--- src/sv/grid_diagonal_scan_marker_macros.svh ---
// assertion macros for the grid diagonal scan marker
`ifndef GRID_DIAGONAL_SCAN_MARKER_MACROS_SVH
`define GRID_DIAGONAL_SCAN_MARKER_MACROS_SVH

`ifndef ASSERT_OFF
`define GDSM_ASSERT(lbl, clk, rst, prop, msg) \
  lbl: assert property (@(posedge clk) disable iff (rst) prop) else $error(msg);
`define GDSM_ASSERT_ALWAYS(lbl, clk, prop, msg) \
  lbl: assert property (@(posedge clk) prop) else $error(msg);
`else
`define GDSM_ASSERT(lbl, clk, rst, prop, msg)
`define GDSM_ASSERT_ALWAYS(lbl, clk, prop, msg)
`endif

`endif

--- src/sv/gdsm_pkg.sv ---
`default_nettype none

package gdsm_pkg;

  localparam int ACTION_W   = 2;
  localparam int POS_W      = 6;
  localparam int RUN_W      = 6;
  localparam int BYTE_W     = 8;
  localparam int CLIP_W     = 2;
  localparam int REG_W      = 7;
  localparam int MASK_W     = 32;
  localparam int MASK_IDX_W = 5;
  localparam int COORD_W    = 8;
  localparam int PROD_W     = 14;
  localparam int IN_TDATA_W  = 32;
  localparam int OUT_TDATA_W = 48;

  localparam logic [ACTION_W-1:0] ACT_READ       = 2'd0;
  localparam logic [ACTION_W-1:0] ACT_WRITE      = 2'd1;
  localparam logic [ACTION_W-1:0] ACT_DIAG_WRITE = 2'd2;
  localparam logic [ACTION_W-1:0] ACT_DIAG_SCAN  = 2'd3;

  localparam logic REG_GRID_WIDTH  = 1'b0;
  localparam logic REG_GRID_HEIGHT = 1'b1;

  localparam logic [REG_W-1:0] GRID_RESET = 7'd64;

  localparam logic [BYTE_W-1:0] CELL_WALL = 8'h23;
  localparam logic [BYTE_W-1:0] CELL_CLIP = 8'h75;
  localparam logic [BYTE_W-1:0] CELL_OPEN = 8'h6F;

  typedef struct packed {
    logic             valid;
    logic             on_grid;
    logic             first;
    logic             last;
    logic [RUN_W-1:0] k;
  } step_t;

endpackage

`default_nettype wire

--- src/sv/gdsm_addr_stage.sv ---
`default_nettype none

module gdsm_addr_stage
  import gdsm_pkg::*;
#(
  parameter int MAX_WIDTH  = 64,
  parameter int MAX_HEIGHT = 64,
  parameter int A_W        = 12
) (
  input  logic             clk,
  input  logic             rst,
  input  logic [REG_W-1:0] grid_width,
  input  logic [REG_W-1:0] grid_height,
  input  logic [POS_W-1:0] pos_x,
  input  logic [POS_W-1:0] pos_y,
  input  step_t            step_in,
  output step_t            step_out,
  output logic [A_W-1:0]   addr_out
);

  logic [REG_W-1:0]   eff_w;
  logic [REG_W-1:0]   eff_h;
  logic [COORD_W-1:0] cx;
  logic [COORD_W-1:0] cy;
  logic [PROD_W-1:0]  prod;
  logic [PROD_W-1:0]  lin;
  logic               on_grid;

  assign eff_w = (32'(grid_width) > MAX_WIDTH) ? REG_W'(MAX_WIDTH) : grid_width;
  assign eff_h = (32'(grid_height) > MAX_HEIGHT) ? REG_W'(MAX_HEIGHT) : grid_height;

  // x falls, y rises along the anti-diagonal
  assign cx = COORD_W'(pos_x) - COORD_W'(step_in.k);
  assign cy = COORD_W'(pos_y) + COORD_W'(step_in.k);

  assign on_grid = !cx[COORD_W-1] && (cx[REG_W-1:0] < eff_w)
                   && (cy < COORD_W'(eff_h));

  assign prod = PROD_W'(eff_w) * PROD_W'(cy[REG_W-1:0]);
  assign lin  = prod + PROD_W'(cx[REG_W-1:0]);

  always_ff @(posedge clk) begin
    if (rst) begin
      step_out.valid <= 1'b0;
    end else begin
      step_out.valid <= step_in.valid;
    end
    step_out.on_grid <= on_grid;
    step_out.first   <= step_in.first;
    step_out.last    <= step_in.last;
    step_out.k       <= step_in.k;
    addr_out         <= A_W'(lin);
  end

endmodule

`default_nettype wire

--- config.mk ---
export PLATFORM = sky130hd
export DESIGN_NAME = gdsm_addr_stage
export DESIGN_NICKNAME = d
export VERILOG_FILES = /design/src/sv/grid_diagonal_scan_marker_macros.svh /design/src/sv/gdsm_pkg.sv /design/src/sv/gdsm_addr_stage.sv
export SDC_FILE = /design/constraint.sdc
export NUM_CORES = 1
export LEC_CHECK = 0
export BUFFER_PORTS_ARGS = -buffer_cell sky130_fd_sc_hd__buf_2
export CAP_MARGIN = 20
export CORE_ASPECT_RATIO = 0.8
export CORE_MARGIN = 10
export CORE_UTILIZATION = 45
export DETAILED_ROUTE_END_ITERATION = 7
export GPL_TIMING_DRIVEN = 0
export PLACE_DENSITY = 0.68
export SYNTH_ARGS = -nofsm -noshare
export SYNTH_HDL_FRONTEND = slang
export SYNTH_SLANG_ARGS = --single-unit
--- constraint.sdc ---
create_clock -name clk -period 8.2 [get_ports clk]
set_input_delay 0.82 -clock clk [delete_from_list [all_inputs] [get_ports clk]]
set_output_delay 0.82 -clock clk [all_outputs]
set_load 0.05 [all_outputs]
* After elaboration in Yosys (flattened, before gate mapping)
Cells that the tools add are included.
** Word-level totals
- Bits in registers :: 22
- Word-level logic and storage cells :: 19
- Bits of input ports :: 38
- Output and inout bits :: 22
** Cells by class
- Mux-type cells :: 2
- Order comparisons :: 4
- $add $sub $neg :: 3
- Reduce and logical (&&, ||, !) cells :: 3
- Multiply operators :: 1
** Operators with widths (count)
- 7-bit greater-than comparator, second input constant :: 2
- 7-bit less-than comparator :: 2
- 7-bit 2-to-1 mux :: 2
- 12-bit by 7-bit adder with 12-bit output :: 1
- 7-bit by 7-bit multiplier with 12-bit output :: 1
- 6-bit by 6-bit adder with 7-bit output :: 1
- 6-bit by 6-bit subtractor with 7-bit output :: 1
- 1-bit logical AND :: 2
- 1-bit logical NOT :: 1

* Longest topological paths before layout
- Depth in word-level cells :: 5
- Gate-level depth with buffers :: 22
- Gate-level depth less buffers :: 22

* Worst setup path after synthesis
No wires, ideal clock.
- Path type :: input-to-reg
- Start point :: in pos_y[0]
- End point :: reg addr_out[11]
- Path buffers :: 0
- Stages on the path :: 21
- Data arrival time :: 5.810 ns
- Required time :: 8.081 ns
- Slack :: 2.271 ns
- Setup time :: 0.119 ns
- Path through :: ha_1 -> fa_1 -> a21o_1 -> a21oi_1 -> o21bai_1 -> a21oi_1 -> nor2_1 -> fa_1 -> inv_1 -> fa_1 -> inv_1 -> fa_1 -> inv_1 -> fa_1 -> inv_1 -> ha_1 -> or2_1 -> a2111o_1 -> o22a_1 -> xnor2_2 -> xnor2_1
** On the way
- Longest elaborated chain between the ends :: 3
** RTL lines
- from (decl) :: line gdsm_addr_stage.sv:15 : input logic [POS_W-1:0] pos_y,
- 6-bit by 6-bit adder with 7-bit output :: line gdsm_addr_stage.sv:34 : assign cy = COORD_W'(pos_y) + COORD_W'(step_in.k);
- 7-bit by 7-bit multiplier with 12-bit output :: line gdsm_addr_stage.sv:39 : assign prod = PROD_W'(eff_w) * PROD_W'(cy[REG_W-1:0]);
- 12-bit by 7-bit adder with 12-bit output :: line gdsm_addr_stage.sv:40 : assign lin = prod + PROD_W'(cx[REG_W-1:0]);
- named net lin[11] :: line gdsm_addr_stage.sv:26 : logic [PROD_W-1:0] lin;
- to (signal assigned) :: line gdsm_addr_stage.sv:52 : addr_out <= A_W'(lin);
- to (decl) :: line gdsm_addr_stage.sv:18 : output logic [A_W-1:0] addr_out
The timed path passes the listed nets, and every way through them passes these cells.
A chain may end at the register's enable or synchronous reset.

* Worst setup path in the final report
- Start point :: in step_in[0] (netlist bit)
- End point :: reg addr_out[11]
** On the way
- Longest elaborated chain between the ends :: 3
- Elaborated cells on any way between the ends :: 4
- Those cells by class :: 3 x add/sub; 1 x mul
** RTL lines
- from (decl) :: line gdsm_addr_stage.sv:16 : input step_t step_in,
- 6-bit by 6-bit adder with 7-bit output :: line gdsm_addr_stage.sv:34
- 7-bit by 7-bit multiplier with 12-bit output :: line gdsm_addr_stage.sv:39
- 12-bit by 7-bit adder with 12-bit output * :: line gdsm_addr_stage.sv:40
- named net lin[11] :: line gdsm_addr_stage.sv:26
Mark *: on every way through the listed nets, which the timed path passes. The rest lies on a longest branch.

==> reports/metrics.yaml <==
synth:
  synthTopCellsByArea: "fa_1 (23%), ha_1 (23%), dfxtp_1 (16%)"
  ys.flop_type: "dfxtp_1"
  yosysSeqAreaShare_pct: 15.6
  avgSynthCellArea_um2: 8.88
  synth_top_area_share_pct: 22.7
  synth.distinct_cells: 31
  ys_top_cells_by_count: "inv_1 (74), ha_1 (51), fa_1 (32)"
  async_flop_share_pct: 0
  synth_edf_count: 0
  syn_inst: 318
  yosysMostFrequentCell: "inv_1"
  syn-cell-area_mm2: 0.00282
  ys_warn_count: 0
  synthesis.nets: 439
  yosys.area.top_type: "fa_1"
  yosys_register_bits: 22
critical_path:
  crit_chain: "buf_2 > ha_1 > fa_1 > a21o_1 > a21oi_1 > o21bai_1 > a21oi_1 > nor2_1 > fa_1 > inv_1 > fa_1 > inv_1 > fa_1 > inv_1 > fa_1 > inv_1 > ha_1 > or2_1 > a2111o_1 > o22a_1 > xnor2_2 > xnor2_1"
  cp_slowest_cell: "fa_1"
  cp.arrival_ps: 6360
  crit_buf_inv: 5
  cpMostUsedCell: "fa_1"
  path_class: "input pin to register"
  critical_path.startpoint_type: "input pin"
  end_kind: "register"
  path_delay_family: "adder cells"
  required_ps: 8370
  worstPathMaxFanout: 5
  critPathMaxStageDelay_ps: 570
route:
  drc_errors: 0
  antenna_left: 0
  wl_per_cell_um: 13.7
  drt_pass1_iterations: 4
  vias: 2191
  drt-vias-per-instance: 4.75
  wl_um: 6300
  drtIter0Drc: 54
power_and_ir_drop:
  powerDensity_mw_per_mm2: 253
  switching_power_mw: 0.406
  p_seq_share_pct: 17.9
  intPower_mw: 0.425
  max-vdd-ir-drop_mv: 0.172
  clkPwrFrac_pct: 12.8
  p_total_mw: 0.832
  netSwitchingFraction_pct: 48.8
  leakage_nw: 1.81
  p_comb_share_pct: 69.3
floorplan:
  io_pins: 60
  fp.coreArea_mm2: 0.00601
  die_y_um: 90.8
  die_area_mm2: 0.00986
  core.rowCount: 25
  start_util_pct: 47.0
  die_w_um: 109
global_routing:
  antenna_found_initial: 0
  grt_pass1_vias: 2282
  grt_max_degree: 14
  grt_overflow: 0
  grt_pass1_wl_um: 10600
  grt_util_all_layers_pct: 13.0
timing:
  slew_viol_final: 0
  setup_viol: 0
  min_period_ps: 6190
  tightest_slew_ps: 731
  fmax_mhz: 162
  setup_tns_ps: 0
  rsz0062_at_grt: "no"
  final_hold_viol_count: 0
  relSlewSlack_pct: 50.9
  post-route-period-util_pct: 75.5
cells_and_area:
  final_net_count: 502
  area_delta_synth_final_pct: 16.4
  fill_cells: 599
  drive_gt1_share_pct: 17.4
  antenna_cells: 0
  final_util_pct: 54.7
  final_cell_area_mm2: 0.00329
placed_design:
  place_area_mm2: 0.00321
  place.gp.congestion: 0.921
  io_buffers: 58
  place_hpwl_um: 5510
run_status:
  status: "finished, final reports clean"
clock_tree:
  path_clk_slew_ps: 90
  cts_tree: "done"
  htreeDepth: 1
  ctsResizeCount: 0
  cts_hold_buf: 0
  clock-sinks: 22
  cts_made_buffers: 3
  cts-root-buf: "clkbuf_8"
  cts_buffer_depth: 2
  postCtsSetupBuffers: 0
run:
  drv_cap: 0
hold_path:
  holdCritPathClass: "input pin to register"
==> area by class of cell <==
class	instances	area [um2]	share of cell area, %
Multi-Input combinational cell	222	2100	64.1
Sequential cell	22	440	13.4
Timing Repair Buffer	58	290	8.83
Inverter	74	278	8.45
Tap cell	81	101	3.08
Clock buffer	3	41.3	1.26
Clock inverter	1	30.0	0.914
==> logic make-up (layout without fill, tap and decap cells) <==
kind of cell    count (synthesis)  count (layout)  share of synthesized area, %
xor+xnor                       20              20                          6.47
compound gates                 43              43                          10.4
flops                          22              22                          15.6
buf+inv                        74             136                          9.84
simple gates                   76              76                          12.4
fa+ha+maj                      83              83                          45.3
==> layout by cell type (no fill, tap or decap) <==
master / synthesis / layout
nor2_1: 27 / 27
nor3_1: 2 / 2
clkbuf_8: 0 / 3
inv_1: 74 / 74
a21oi_1: 11 / 11
and2_1: 10 / 10
a21o_2: 1 / 1
a21o_1: 8 / 8
xnor2_1: 10 / 10
o21ai_0: 5 / 5
a211oi_1: 3 / 3
dfxtp_1: 22 / 22
xor2_1: 9 / 9
nor2b_1: 10 / 10
ha_1: 51 / 51
o211ai_1: 2 / 2
o22ai_1: 1 / 1
o22a_1: 1 / 1
buf_2: 0 / 58
nand3b_1: 1 / 1
fa_1: 32 / 32
nand2_1: 22 / 22
nand3_1: 1 / 1
bufinv_16: 0 / 1
nand4_1: 1 / 1
a31o_2: 1 / 1
nand2b_1: 1 / 1
o32a_2: 1 / 1
a21boi_0: 1 / 1
o21bai_1: 3 / 3
or2_1: 1 / 1
o21a_1: 4 / 4
xnor2_2: 1 / 1
a2111o_1: 1 / 1
==> power by group through the flow <==
stage	registers [mW]	logic, mW	clock network, mW
global placement	0.151	0.570	0
CTS	0.149	0.585	0.110
global route	0.152	0.655	0.114
floorplan	0.265	0.347	0
detailed placement	0.152	0.579	0
finish	0.149	0.577	0.106
==> final timing paths <==
kind | startpoint | end | cells after the start
max | step_in[0] | addr_out[11]$_DFF_P_ | 22
min | step_in[7] | step_out[7]$_DFF_P_ | 1
==> state kept, by name, indices dropped and copies added (netlist names) <==
signal	count
addr_out	12
step_out	10
==> routing by layer <==
metal,part of all wire (%),track usage [%],vias up
li1,-,-,1120
met1,46,16.7,1022
met2,47,21.6,45
met3,6.8,3.50,4
met4,0.84,1.97,0
met5,0,0,-
==> per-stage QoR <==
| stage | setup slack [ps] | hold WS [ps] | std cells |
|---|---|---|---|
| final | 2010 | 645 | 461 |
| after global routing | 1770 | 630 | 461 |
| after CTS | 2030 | 637 | 461 |
| after detailed placement | 1760 | 926 | 457 |
| after global placement | 1770 | 924 | 457 |
| after floorplan | 2270 | 848 | 318 |
Power figures use the tool's default switching activity.
